File: config.mk
export PLATFORM = sky130hd
export DESIGN_NAME = unix_time_to_local_datetime
export DESIGN_NICKNAME = d
export VERILOG_FILES = /design/src/design/utld_pkg.sv /design/src/design/utld_front.sv /design/src/design/utld_fifo.sv /design/src/design/utld_back.sv /design/src/design/unix_time_to_local_datetime.sv
export SDC_FILE = /design/constraint.sdc
export NUM_CORES = 2
export LEC_CHECK = 0
export BUFFER_PORTS_ARGS = -buffer_cell sky130_fd_sc_hd__buf_4
export CORE_ASPECT_RATIO = 0.6
export CORE_UTILIZATION = 66
export CTS_BUF_LIST = sky130_fd_sc_hd__clkbuf_16
export DETAILED_ROUTE_END_ITERATION = 12
export GPL_TIMING_DRIVEN = 1
export MAX_ROUTING_LAYER = met4
export PLACE_DENSITY = 0.81
export SLEW_MARGIN = 15
export SYNTH_ARGS = -nofsm -noshare
export SYNTH_HDL_FRONTEND = slang
export SYNTH_SLANG_ARGS = --single-unit
File: constraint.sdc
create_clock -name clk_i -period 10.1 [get_ports clk_i]
set_clock_uncertainty 0.1 [all_clocks]
set_input_delay 3.03 -clock clk_i [delete_from_list [all_inputs] [get_ports clk_i]]
set_output_delay 3.03 -clock clk_i [all_outputs]
set_load 0.05 [all_outputs]
File: src/design/utld_pkg.sv
// utld_pkg: shared types, widths and reciprocal constants for the
// timestamp-to-local-date converter. No dependencies.
`default_nettype none
package utld_pkg;

  localparam int unsigned TsW     = 32;
  localparam int unsigned OffW    = 5;
  localparam int unsigned LocSecW = 33;  // local seconds plus one day, never negative
  localparam int unsigned DaysW   = 16;
  localparam int unsigned SodW    = 17;
  localparam int unsigned DoeW    = 18;
  localparam int unsigned YoeW    = 9;
  localparam int unsigned DoyW    = 9;
  localparam int unsigned YearW   = 12;
  localparam int unsigned MonthW  = 4;
  localparam int unsigned DayW    = 5;
  localparam int unsigned HourW   = 5;
  localparam int unsigned MinW    = 6;
  localparam int unsigned SecW    = 6;

  localparam int unsigned SecPerDay   = 86400;
  localparam int unsigned SecPerHour  = 3600;
  localparam int unsigned SecPerMin   = 60;
  localparam int unsigned DayShiftLo  = 7;     // 86400 = 128 * 675
  localparam int unsigned DayOdd      = 675;
  localparam int unsigned EpochShiftM1 = 719467;
  localparam int unsigned EraFourStart = 584388;  // 4 * 146097
  localparam int unsigned EraFiveStart = 730485;  // 5 * 146097
  localparam int unsigned DaysPer100  = 36524;
  localparam int unsigned DaysPer400m1 = 146096;

  // ceil(2^k / d) reciprocals, exact over the operand ranges used
  localparam int unsigned DayK   = 36;
  localparam logic [26:0] DayRecip = 27'(((64'd1 << DayK) + 64'd674) / 64'd675);
  localparam int unsigned K1460  = 29;
  localparam logic [18:0] Recip1460 = 19'(((64'd1 << K1460) + 64'd1459) / 64'd1460);
  localparam int unsigned K3600  = 29;
  localparam logic [17:0] Recip3600 = 18'(((64'd1 << K3600) + 64'd3599) / 64'd3600);
  localparam int unsigned K365   = 27;
  localparam logic [18:0] Recip365 = 19'(((64'd1 << K365) + 64'd364) / 64'd365);
  localparam int unsigned K60    = 18;
  localparam logic [12:0] Recip60 = 13'(((64'd1 << K60) + 64'd59) / 64'd60);
  localparam int unsigned K153   = 19;
  localparam logic [11:0] Recip153 = 12'(((64'd1 << K153) + 64'd152) / 64'd153);

  typedef struct packed {
    logic full;
    logic empty;
  } utld_qstat_t;

  // first day of each month, counted from 1 March
  function automatic logic [DoyW-1:0] month_start(input logic [MonthW-1:0] mp);
    logic [DoyW-1:0] r;
    case (mp)
      4'd0:    r = 9'd0;
      4'd1:    r = 9'd31;
      4'd2:    r = 9'd61;
      4'd3:    r = 9'd92;
      4'd4:    r = 9'd122;
      4'd5:    r = 9'd153;
      4'd6:    r = 9'd184;
      4'd7:    r = 9'd214;
      4'd8:    r = 9'd245;
      4'd9:    r = 9'd275;
      4'd10:   r = 9'd306;
      4'd11:   r = 9'd337;
      default: r = 9'd0;
    endcase
    return r;
  endfunction

endpackage
`default_nettype wire

File: src/design/utld_front.sv
// utld_front: takes a word, applies the zone offset and forms local seconds.
// Depends on utld_pkg.
`default_nettype none
module utld_front import utld_pkg::*; (
  input  wire logic               clk_i,
  input  wire logic               rst_ni,
  input  wire logic               start_i,
  input  wire logic [TsW-1:0]     timestamp_i,
  input  wire logic [OffW-1:0]    tz_offset_hours_i,
  input  wire utld_qstat_t        qstat_i,
  output logic                    busy_o,
  output logic                    push_o,
  output logic [LocSecW-1:0]      loc_sec_o
);

  logic                     valid_q, valid_d;
  logic [LocSecW-1:0]       loc_sec_q;
  logic signed [17:0]       off_sec;
  logic [LocSecW-1:0]       loc_sec_d;
  logic                     accept;

  assign off_sec   = $signed(tz_offset_hours_i) * 18'sd3600;
  assign loc_sec_d = LocSecW'(timestamp_i) + LocSecW'(SecPerDay)
                   + {{(LocSecW-18){off_sec[17]}}, off_sec};

  assign busy_o  = valid_q & qstat_i.full;
  assign accept  = start_i & ~busy_o;
  assign push_o  = valid_q & ~qstat_i.full;
  assign valid_d = accept | (valid_q & ~push_o);
  assign loc_sec_o = loc_sec_q;

  always_ff @(posedge clk_i or negedge rst_ni) begin
    if (!rst_ni) begin
      valid_q <= 1'b0;
    end else begin
      valid_q <= valid_d;
    end
  end

  always_ff @(posedge clk_i) begin
    if (accept) begin
      loc_sec_q <= loc_sec_d;
    end
  end

endmodule
`default_nettype wire

File: src/design/utld_fifo.sv
// utld_fifo: two-word queue between front and back.
// Depends on utld_pkg.
`default_nettype none
module utld_fifo import utld_pkg::*; (
  input  wire logic               clk_i,
  input  wire logic               rst_ni,
  input  wire logic               push_i,
  input  wire logic [LocSecW-1:0] wdata_i,
  input  wire logic               pop_i,
  output logic [LocSecW-1:0]      rdata_o,
  output utld_qstat_t             qstat_o
);

  logic [LocSecW-1:0] mem_q [2];
  logic               wr_ptr_q, rd_ptr_q;
  logic [1:0]         cnt_q, cnt_d;

  assign qstat_o.full  = (cnt_q == 2'd2);
  assign qstat_o.empty = (cnt_q == 2'd0);
  assign rdata_o       = mem_q[rd_ptr_q];

  always_comb begin
    cnt_d = cnt_q;
    if (push_i && !pop_i) begin
      cnt_d = cnt_q + 2'd1;
    end else if (!push_i && pop_i) begin
      cnt_d = cnt_q - 2'd1;
    end
  end

  always_ff @(posedge clk_i or negedge rst_ni) begin
    if (!rst_ni) begin
      wr_ptr_q <= 1'b0;
      rd_ptr_q <= 1'b0;
      cnt_q    <= 2'd0;
    end else begin
      cnt_q <= cnt_d;
      if (push_i) begin
        wr_ptr_q <= ~wr_ptr_q;
      end
      if (pop_i) begin
        rd_ptr_q <= ~rd_ptr_q;
      end
    end
  end

  always_ff @(posedge clk_i) begin
    if (push_i) begin
      mem_q[wr_ptr_q] <= wdata_i;
    end
  end

endmodule
`default_nettype wire

File: src/design/utld_back.sv
// utld_back: eight-stage pipeline from local seconds to date and time of day.
// Depends on utld_pkg.
`default_nettype none
module utld_back import utld_pkg::*; (
  input  wire logic               clk_i,
  input  wire logic               rst_ni,
  input  wire utld_qstat_t        qstat_i,
  input  wire logic [LocSecW-1:0] loc_sec_i,
  output logic                    pop_o,
  output logic                    done_o,
  output logic [YearW-1:0]        year_o,
  output logic [MonthW-1:0]       month_o,
  output logic [DayW-1:0]         day_o,
  output logic [HourW-1:0]        hour_o,
  output logic [MinW-1:0]         minute_o,
  output logic [SecW-1:0]         second_o
);

  localparam int unsigned XW = LocSecW - DayShiftLo;

  logic [7:0] vld_q, vld_d;

  // stage 1: days = (sec >> 7) / 675
  logic [XW-1:0]         s1_x_q;
  logic [DayShiftLo-1:0] s1_lo_q;
  logic [DaysW-1:0]      s1_days_q;
  logic [52:0]           day_prod;

  // stage 2: second of day, day of era
  logic [SodW-1:0]  s2_sod_q;
  logic [DoeW-1:0]  s2_doe_q;
  logic             s2_era5_q;
  logic [XW-1:0]    rem675;
  logic [19:0]      z;
  logic             era5;

  // stage 3: doe/1460, doe/36524, doe/146096, hour
  logic [SodW-1:0]  s3_sod_q;
  logic [DoeW-1:0]  s3_doe_q;
  logic             s3_era5_q;
  logic [6:0]       s3_a_q;
  logic [2:0]       s3_b_q;
  logic             s3_c_q;
  logic [HourW-1:0] s3_hour_q;
  logic [36:0]      a_prod;
  logic [34:0]      hour_prod;
  logic [2:0]       b_d;

  // stage 4
  logic [DoeW-1:0]  s4_n_q;
  logic [DoeW-1:0]  s4_doe_q;
  logic             s4_era5_q;
  logic [11:0]      s4_rs_q;
  logic [HourW-1:0] s4_hour_q;
  logic [SodW-1:0]  rs_full;

  // stage 5
  logic [YoeW-1:0]  s5_yoe_q;
  logic [DoeW-1:0]  s5_doe_q;
  logic             s5_era5_q;
  logic [11:0]      s5_rs_q;
  logic [HourW-1:0] s5_hour_q;
  logic [MinW-1:0]  s5_min_q;
  logic [36:0]      yoe_prod;
  logic [24:0]      min_prod;

  // stage 6
  logic [DoyW-1:0]  s6_doy_q;
  logic [YearW-1:0] s6_ybase_q;
  logic [HourW-1:0] s6_hour_q;
  logic [MinW-1:0]  s6_min_q;
  logic [SecW-1:0]  s6_sec_q;
  logic [1:0]       yh;
  logic [DoeW-1:0]  ystart;
  logic [DoeW-1:0]  doy_full;
  logic [11:0]      sec_full;

  // stage 7
  logic [MonthW-1:0] s7_mp_q;
  logic [DoyW-1:0]   s7_doy_q;
  logic [YearW-1:0]  s7_ybase_q;
  logic [HourW-1:0]  s7_hour_q;
  logic [MinW-1:0]   s7_min_q;
  logic [SecW-1:0]   s7_sec_q;
  logic [10:0]       t153;
  logic [22:0]       mp_prod;

  // stage 8
  logic [YearW-1:0]  year_q;
  logic [MonthW-1:0] month_q;
  logic [DayW-1:0]   day_q;
  logic [HourW-1:0]  hour_q;
  logic [MinW-1:0]   min_q;
  logic [SecW-1:0]   sec_q;
  logic [MonthW-1:0] month_d;
  logic [DoyW-1:0]   day_full;

  assign pop_o = ~qstat_i.empty;
  assign vld_d = {vld_q[6:0], pop_o};

  assign day_prod = 53'(loc_sec_i[LocSecW-1:DayShiftLo]) * 53'(DayRecip);

  assign rem675 = s1_x_q - XW'(s1_days_q) * XW'(DayOdd);
  assign z      = 20'(s1_days_q) + 20'(EpochShiftM1);
  assign era5   = (z >= 20'(EraFiveStart));

  assign a_prod    = 37'(s2_doe_q) * 37'(Recip1460);
  assign hour_prod = 35'(s2_sod_q) * 35'(Recip3600);

  always_comb begin
    if (s2_doe_q >= DoeW'(4 * DaysPer100)) begin
      b_d = 3'd4;
    end else if (s2_doe_q >= DoeW'(3 * DaysPer100)) begin
      b_d = 3'd3;
    end else if (s2_doe_q >= DoeW'(2 * DaysPer100)) begin
      b_d = 3'd2;
    end else if (s2_doe_q >= DoeW'(DaysPer100)) begin
      b_d = 3'd1;
    end else begin
      b_d = 3'd0;
    end
  end

  assign rs_full = s3_sod_q - SodW'(s3_hour_q) * SodW'(SecPerHour);

  assign yoe_prod = 37'(s4_n_q) * 37'(Recip365);
  assign min_prod = 25'(s4_rs_q) * 25'(Recip60);

  always_comb begin
    if (s5_yoe_q >= YoeW'(300)) begin
      yh = 2'd3;
    end else if (s5_yoe_q >= YoeW'(200)) begin
      yh = 2'd2;
    end else if (s5_yoe_q >= YoeW'(100)) begin
      yh = 2'd1;
    end else begin
      yh = 2'd0;
    end
  end

  assign ystart   = DoeW'(s5_yoe_q) * DoeW'(365) + DoeW'(s5_yoe_q >> 2) - DoeW'(yh);
  assign doy_full = s5_doe_q - ystart;
  assign sec_full = s5_rs_q - 12'(s5_min_q) * 12'(SecPerMin);

  assign t153    = 11'({s6_doy_q, 2'b00}) + 11'(s6_doy_q) + 11'd2;
  assign mp_prod = 23'(t153) * 23'(Recip153);

  assign month_d  = (s7_mp_q < 4'd10) ? s7_mp_q + 4'd3 : s7_mp_q - 4'd9;
  assign day_full = s7_doy_q - month_start(s7_mp_q) + 9'd1;

  always_ff @(posedge clk_i or negedge rst_ni) begin
    if (!rst_ni) begin
      vld_q <= '0;
    end else begin
      vld_q <= vld_d;
    end
  end

  always_ff @(posedge clk_i) begin
    s1_x_q    <= loc_sec_i[LocSecW-1:DayShiftLo];
    s1_lo_q   <= loc_sec_i[DayShiftLo-1:0];
    s1_days_q <= day_prod[DayK +: DaysW];

    s2_sod_q  <= {rem675[9:0], s1_lo_q};
    s2_doe_q  <= DoeW'(z - (era5 ? 20'(EraFiveStart) : 20'(EraFourStart)));
    s2_era5_q <= era5;

    s3_sod_q  <= s2_sod_q;
    s3_doe_q  <= s2_doe_q;
    s3_era5_q <= s2_era5_q;
    s3_a_q    <= a_prod[K1460 +: 7];
    s3_b_q    <= b_d;
    s3_c_q    <= (s2_doe_q == DoeW'(DaysPer400m1));
    s3_hour_q <= hour_prod[K3600 +: HourW];

    s4_n_q    <= s3_doe_q - DoeW'(s3_a_q) + DoeW'(s3_b_q) - DoeW'(s3_c_q);
    s4_doe_q  <= s3_doe_q;
    s4_era5_q <= s3_era5_q;
    s4_rs_q   <= rs_full[11:0];
    s4_hour_q <= s3_hour_q;

    s5_yoe_q  <= yoe_prod[K365 +: YoeW];
    s5_doe_q  <= s4_doe_q;
    s5_era5_q <= s4_era5_q;
    s5_rs_q   <= s4_rs_q;
    s5_hour_q <= s4_hour_q;
    s5_min_q  <= min_prod[K60 +: MinW];

    s6_doy_q   <= doy_full[DoyW-1:0];
    s6_ybase_q <= YearW'(s5_yoe_q) + (s5_era5_q ? 12'd2000 : 12'd1600);
    s6_hour_q  <= s5_hour_q;
    s6_min_q   <= s5_min_q;
    s6_sec_q   <= sec_full[SecW-1:0];

    s7_mp_q    <= mp_prod[K153 +: MonthW];
    s7_doy_q   <= s6_doy_q;
    s7_ybase_q <= s6_ybase_q;
    s7_hour_q  <= s6_hour_q;
    s7_min_q   <= s6_min_q;
    s7_sec_q   <= s6_sec_q;

    year_q  <= s7_ybase_q + YearW'(month_d <= 4'd2);
    month_q <= month_d;
    day_q   <= day_full[DayW-1:0];
    hour_q  <= s7_hour_q;
    min_q   <= s7_min_q;
    sec_q   <= s7_sec_q;
  end

  assign done_o   = vld_q[7];
  assign year_o   = year_q;
  assign month_o  = month_q;
  assign day_o    = day_q;
  assign hour_o   = hour_q;
  assign minute_o = min_q;
  assign second_o = sec_q;

endmodule
`default_nettype wire

File: src/design/unix_time_to_local_datetime.sv
// Unix timestamp plus whole-hour zone offset to local Gregorian date and time.
// Throughput: one word per cycle while busy is low. Each accepted word passes the
// front register, the queue and the eight-stage date pipeline before done_o rises.
// Reset (async, active low) empties the front register, queue and pipeline.
// Depends on utld_pkg, utld_front, utld_fifo, utld_back.
`default_nettype none
module unix_time_to_local_datetime import utld_pkg::*; (
  input  wire logic              clk_i,
  input  wire logic              rst_ni,
  input  wire logic              start,
  output logic                   busy,
  input  wire logic [TsW-1:0]    timestamp_i,
  input  wire logic [OffW-1:0]   tz_offset_hours_i,
  output logic                   done_o,
  output logic [YearW-1:0]       year_o,
  output logic [MonthW-1:0]      month_o,
  output logic [DayW-1:0]        day_o,
  output logic [HourW-1:0]       hour_o,
  output logic [MinW-1:0]        minute_o,
  output logic [SecW-1:0]        second_o
);

  utld_qstat_t        qstat;
  logic               push, pop;
  logic [LocSecW-1:0] wdata, rdata;

  utld_front u_front (
    .clk_i             (clk_i),
    .rst_ni            (rst_ni),
    .start_i           (start),
    .timestamp_i       (timestamp_i),
    .tz_offset_hours_i (tz_offset_hours_i),
    .qstat_i           (qstat),
    .busy_o            (busy),
    .push_o            (push),
    .loc_sec_o         (wdata)
  );

  utld_fifo u_fifo (
    .clk_i   (clk_i),
    .rst_ni  (rst_ni),
    .push_i  (push),
    .wdata_i (wdata),
    .pop_i   (pop),
    .rdata_o (rdata),
    .qstat_o (qstat)
  );

  utld_back u_back (
    .clk_i     (clk_i),
    .rst_ni    (rst_ni),
    .qstat_i   (qstat),
    .loc_sec_i (rdata),
    .pop_o     (pop),
    .done_o    (done_o),
    .year_o    (year_o),
    .month_o   (month_o),
    .day_o     (day_o),
    .hour_o    (hour_o),
    .minute_o  (minute_o),
    .second_o  (second_o)
  );

endmodule
`default_nettype wire

Yosys cells after proc, flatten, opt, wreduce, memory -nomap -nowiden
Memories as Yosys holds them, arrays and structs flattened. A register that Yosys moved wholly into a read port is not among the register bits.
Index checks and enable logic that the tools add are counted.
{"block": "word_totals", "register_bits": 357, "inputBits": 40, "ramBits": 66, "mem_count": 2, "mem_bits_ro": 144, "out_inout_bits": 40, "elab_cells": 124}
{"name": "(no name shown)", "words": 16, "word_bits": 9, "read_ports": 1, "rd_ports_with_merged_regs": 1, "wr": 0, "line": "utld_pkg.sv:54", "source": "case (mp)"}
{"name": "u_fifo.mem_q", "words": 2, "word_bits": 33, "read_ports": 1, "rd_ports_with_merged_regs": 0, "wr": 1, "line": "utld_fifo.sv:14", "source": "logic [LocSecW-1:0] mem_q [2];"}
{"block": "op_classes", "n_reduce_logical": 5, "bitwise_logic": 11, "eq_ne": 2, "n_mul": 11, "magnitude_cmp": 10, "n_addsub": 23, "n_mux": 13}
{"operator": "multiplier 18 x 16 -> 33 bit (second input constant)", "n": 2}
{"operator": "multiplier 26 x 27 -> 52 bit (second input constant)", "n": 1}
{"operator": ">= comparator 18 x 17 -> 1 bit (second input constant)", "n": 2}
{"operator": "multiplier 17 x 18 -> 34 bit (second input constant)", "n": 1}
{"operator": "adder 32 x 17 -> 33 bit (second input constant)", "n": 1}
{"operator": "adder 33 bit", "n": 1}
{"operator": "multiplier 11 x 12 -> 23 bit (second input constant)", "n": 1}
{"operator": "multiplier 12 x 12 -> 23 bit (second input constant)", "n": 1}
{"operator": "adder 16 x 20 -> 20 bit (second input constant)", "n": 1}
{"operator": ">= comparator 20 bit (second input constant)", "n": 1}
{"operator": "adder 18 x 3 -> 18 bit", "n": 1}
{"operator": "== test 18 bit (second input constant)", "n": 1}
{"operator": ">= comparator 18 x 16 -> 1 bit (second input constant)", "n": 1}
{"operator": ">= comparator 18 bit (second input constant)", "n": 1}
{"operator": "2-to-1 mux 18 bit", "n": 1}
{"operator": "subtractor 18 x 1 -> 18 bit", "n": 1}
{"operator": "subtractor 18 bit", "n": 1}
{"operator": "subtractor 18 x 7 -> 18 bit", "n": 1}
{"operator": "multiplier 16 x 10 -> 10 bit (second input constant)", "n": 1}
{"operator": "multiplier 5 x 9 -> 14 bit (second input constant)", "n": 1}
{"operator": "adder 12 x 1 -> 12 bit", "n": 1}
{"operator": "adder 9 x 12 -> 12 bit", "n": 1}
{"operator": "subtractor 12 bit", "n": 1}
{"operator": "adder 11 x 2 -> 11 bit (second input constant)", "n": 1}
{"operator": "other kinds (33)", "n": 49}

Longest topological paths before layout
{"block": "logic_depth", "depth_word": 7, "ltp_mapped": 30, "ltp_nobuf": 30}

Modules after synthesis
A second synthesis with hierarchy kept.
{"block": "unflattened", "hier_cells": 4346, "hier_area_um2": 46766.1}
{"module": "utld_back", "seq_area_each_um2": 6526.3, "n_inst": 1, "area_per_inst_um2": 40626.5, "cells_per_inst": 3884}
{"module": "utld_front", "seq_area_each_um2": 1016.0, "n_inst": 1, "area_per_inst_um2": 3419.5, "cells_per_inst": 343}
{"module": "utld_fifo", "seq_area_each_um2": 2082.0, "n_inst": 1, "area_per_inst_um2": 2720.1, "cells_per_inst": 119}

Worst setup path before layout
Ideal clock, no wire load.
{"block": "synth_path", "kind": "input -> register", "from": "input port tz_offset_hours_i[2]", "to": "register u_front.loc_sec_q[32], in the netlist u_front.loc_sec_o[32] (data pin)", "t_required_ns": 9.842, "setup_time_ns": 0.158, "setup_slack_ns": 1.011, "path_buffers": 0, "t_arrival_ns": 8.831, "path_stages": 21, "cell_sequence": "fa_1 inv_1 fa_1 fa_1 inv_1 fa_1 a21oi_1 nor2_1 nor2_1 nor2b_1 nor3_1 ha_1 ha_1 a21oi_1 o21bai_1 a221oi_1 o21ai_2 o21a_1 o41ai_2 or4b_1 o211ai_1"}
{"block": "synth_between", "elab_chain_cells": 2}
{"element": "start, declared", "line": "unix_time_to_local_datetime.sv:13", "source": "input wire logic [OffW-1:0] tz_offset_hours_i,"}
{"element": "multiplier 5 x 9 -> 14 bit", "line": "utld_front.sv:22", "source": "assign off_sec = $signed(tz_offset_hours_i) * 18'sd3600;"}
{"element": "adder 33 bit", "line": "utld_front.sv:24", "source": "+ {{(LocSecW-18){off_sec[17]}}, off_sec};"}
{"element": "net u_front.loc_sec_d[32]", "line": "utld_front.sv:19", "source": "logic [LocSecW-1:0] loc_sec_d;"}
{"element": "end signal, assigned", "line": "utld_front.sv:42", "source": "loc_sec_q <= loc_sec_d;"}
{"element": "end, declared", "line": "utld_front.sv:17", "source": "logic [LocSecW-1:0] loc_sec_q;"}
The timed path passes the listed nets, and every way through them passes these cells.
A chain may end at the register's enable or synchronous reset.

Final worst setup path
Same ends and word-level chain as after synthesis.

==> results.toml <==
[floorplan]
rows = 74
die_area_um2 = 70400
core_um2 = 68300
start_util_pct = 67.0
die_x_um = 342
ios = 80
die_h_um = 206

[clock_tree]
clkSinkCount = 428
cts_setup_buffers = 0
insertion_delay_ns = 0.58
post_cts_resized = 0
cts.path.max_buffers = 3
root_buffer = "clkbuf_16"
cts_buffers = 40
clk_transition_reported_paths_ns = 0.09
postCtsHoldBufs = 0
h-tree-depth = 2
cts_tree = "yes"

[layout]
drive_above_1_share_pct = 4.90
layout.nets = 6041
final_cells = 5261
area.growth.synth_to_final_pct = 6.95

[timing]
finalHoldViolations = 0
finalSetupViolCount = 0
setup_tns_ns = 0
maxSlewViolCount = 0
post-route-min-period_ns = 8.34
hold_ws_ns = 0.212
worst_pin_slew_ns = 1.08
slew_headroom_pct = 27.9
fmax_mhz = 120
period_share_pct = 82.6
rsz0062_at_grt = "no"

[route]
dr_total_vias = 28600
first_pass_iters = 9
drtIter0Drc = 1958
postRouteWirelength_mm = 95.9
avgRoutedWirePerCell_um = 18.2
postRouteAntennaNets = 0
drc = 24
vias_per_cell = 5.44

[synthesis]
synth_top_area_share_pct = 30.9
synth_top_family_by_area = "adder cells"
synthTopCellsByArea = "ha_1 31%, fa_1 24%, dfxtp_1 14%"
synth_edf_count = 99
ys_warn_count = 0
synthFlopType = "dfxtp_1"
synth_seq_cells = 428
async_reset_ff_share_pct = 3.04
synthMuxAreaShare_pct = 0.872
synthesis.area_um2 = 45800
synth.top_cells.by_count = "1129 x ha_1, 1020 x inv_1, 556 x fa_1"
synth_compound_area_share_pct = 6.42
synth.most_common_cell = "ha_1"
syn_nets = 5912
seq_area_frac_synth_pct = 21.0
synth_adder_area_share_pct = 55.2
postSynthCellCount = 4187
synth-simple-area-share_pct = 4.02
synth_xor_area_share_pct = 4.06
syn_area_per_cell_um2 = 10.9
ys_types = 81
yosys.area.top_type = "ha_1"

[worst_setup_path]
crit_top_cell = "fa_1"
crit_type = "input port to flip-flop"
worstPathArrival_ns = 8.65
slowest_stage = "fa_1"
cp_num_buf_inv = 4
slowest_delay_ns = 0.54
crit_chain = "buf_4 -> fa_1 -> inv_1 -> fa_1 -> fa_1 -> inv_1 -> fa_1 -> a21oi_1 -> nor2_1 -> nor2_1 -> nor2b_1 -> nor3_2 -> buf_4 -> ha_1 -> ha_1 -> a21oi_1 -> o21bai_1 -> a221oi_1 -> o21ai_2 -> o21a_1 -> o41ai_2 -> or4b_1 -> o211ai_1"
cpLargestDelayFamily = "adder cells"
cp.required_ns = 10.41
reg2reg_slack_ns = 2.23
cp-start-kind = "input port"
crit_path_end_kind = "flip-flop"
path_max_fanout = 15

[worst_hold_path]
hold_path.class = "flip-flop to flip-flop"

[placement]
place_congestion = 0.978
io_buffers = 79
placedCellCount = 5185
dp_hpwl_mm = 80.0

[run]
drv_cap = 0

[global_routing]
grtUsageTotal_pct = 29.3
antenna_found_initial = 5
grt_max_degree = 34
grt_pass1_vias = 29400
grt.overflow.total = 0
grt_pass1_wl_mm = 156

[outcome]
violations = "design-rule violations"
status = "finished with violations"
[worst reg2reg max path, stage by stage (launching register included)]
cell and delay, ns:
dfrtp_2 0.51, buf_4 0.47, mux2i_1 0.76, inv_1 0.37, buf_4 0.28, ha_1 0.27
ha_1 0.22, inv_1 0.07, fa_1 0.43, fa_1 0.52, fa_1 0.50, inv_1 0.06
fa_1 0.45, fa_1 0.47, ha_1 0.32, a21o_1 0.16, a221o_1 0.37, a211o_1 0.28
nor2_1 0.16, o221ai_2 0.20, a21oi_2 0.29, o21bai_2 0.15, a211oi_2 0.26, xnor2_1 0.13
[flip-flops by register name, summed over array words and instances, names as in the netlist, 7 cells and up, named ones only]
signal             flops
u_back.s5_yoe_q        9
u_back.s4_rs_q        12
u_back.year_o         12
u_back.s4_n_q         18
u_back.s6_ybase_q     12
u_front.loc_sec_o     33
u_back.s3_doe_q       18
u_back.s5_doe_q        9
u_back.s1_lo_q         7
u_back.s2_sod_q       17
u_back.s6_doy_q        9
u_back.vld_q           8
u_back.s3_sod_q       12
u_back.s3_a_q          7
u_back.s7_ybase_q     12
u_back.s4_doe_q        9
u_back.s1_days_q      16
u_back.s2_doe_q       18
u_back.s1_x_q         10
u_fifo.mem_q          66
[through the flow]
step           setup WS [ns]  instance area, um^2  utilization, %
2_1_floorplan           1.01                45800               -
3_3_place_gp            1.23                47600            69.7
3_5_place_dp            1.17                47600            69.7
4_1_cts                 1.76                48900            71.6
5_1_grt                 1.44                49000            71.6
6_report                1.76                49000            71.6
[area by class of cell]
type	count	area (um^2)
multi-input combinational	2732	32300
fill	4780	19400
sequential	428	9630
inverter	1021	3830
tap	912	1140
clock buffer	42	1050
timing repair buffer	93	711
clock inverter	32	284
antenna	1	2.50
[metal layers]
layer	wire (um)	vias up	track usage, %	part of all wire, %
met3	10800	94	10.4	11
met5	0	-	-	0
li1	-	13800	-	-
met4	1190	0	4.27	1.2
met2	37300	907	39.1	39
met1	46500	13800	43.2	49
[cells in the final DEF (no fill, tap or decap), types with 8 or more instances in the layout]
cell type and instances:
a21o_1 70, a211oi_1 13, o21bai_1 17, dfxtp_1 316, mux2_2 15, inv_1 1022
nor2_1 85, and3_1 19, a31oi_1 11, o21ai_1 17, a21oi_1 125, xor2_1 56
clkbuf_16 42, nand3_1 26, o21ai_0 62, xnor2_1 149, ha_1 1129, nor3_1 35
dfrtp_1 12, nand4_1 16, fa_1 556, mux2i_1 23, o211ai_1 10, nand2_1 77
buf_4 92, edfxtp_1 99, o21a_1 28, nor2b_1 22, a211o_1 8, clkinvlp_4 8
nand2b_1 30
[logic make-up after synthesis]
logic type | after synthesis
multiplexers | 38
AO/OA/AOI/OAI | 436
XOR/XNOR | 209
AND/OR/NAND/NOR | 364
adder cells (fa/ha/maj) | 1685
buffers and inverters | 1027
flip-flops | 428
[final timing paths]
kind	from	to	depth (start not counted)
setup reg to reg	u_fifo.rd_ptr_q	u_back.s1_days_q[15]	23
hold reg to reg	u_back.s1_lo_q[3]	u_back.s2_sod_q[3]	0
setup / recovery	tz_offset_hours_i[2]	u_front.loc_sec_o[32]	23
hold / removal	u_back.s1_lo_q[3]	u_back.s2_sod_q[3]	0
max in group asynchronous	rst_ni	u_fifo.rd_ptr_q	1
min in group asynchronous	rst_ni	u_back.vld_q[0]	1
Power is not shown: default switching activity piles up to over one toggle a cycle in this logic, so the estimate is an artifact.
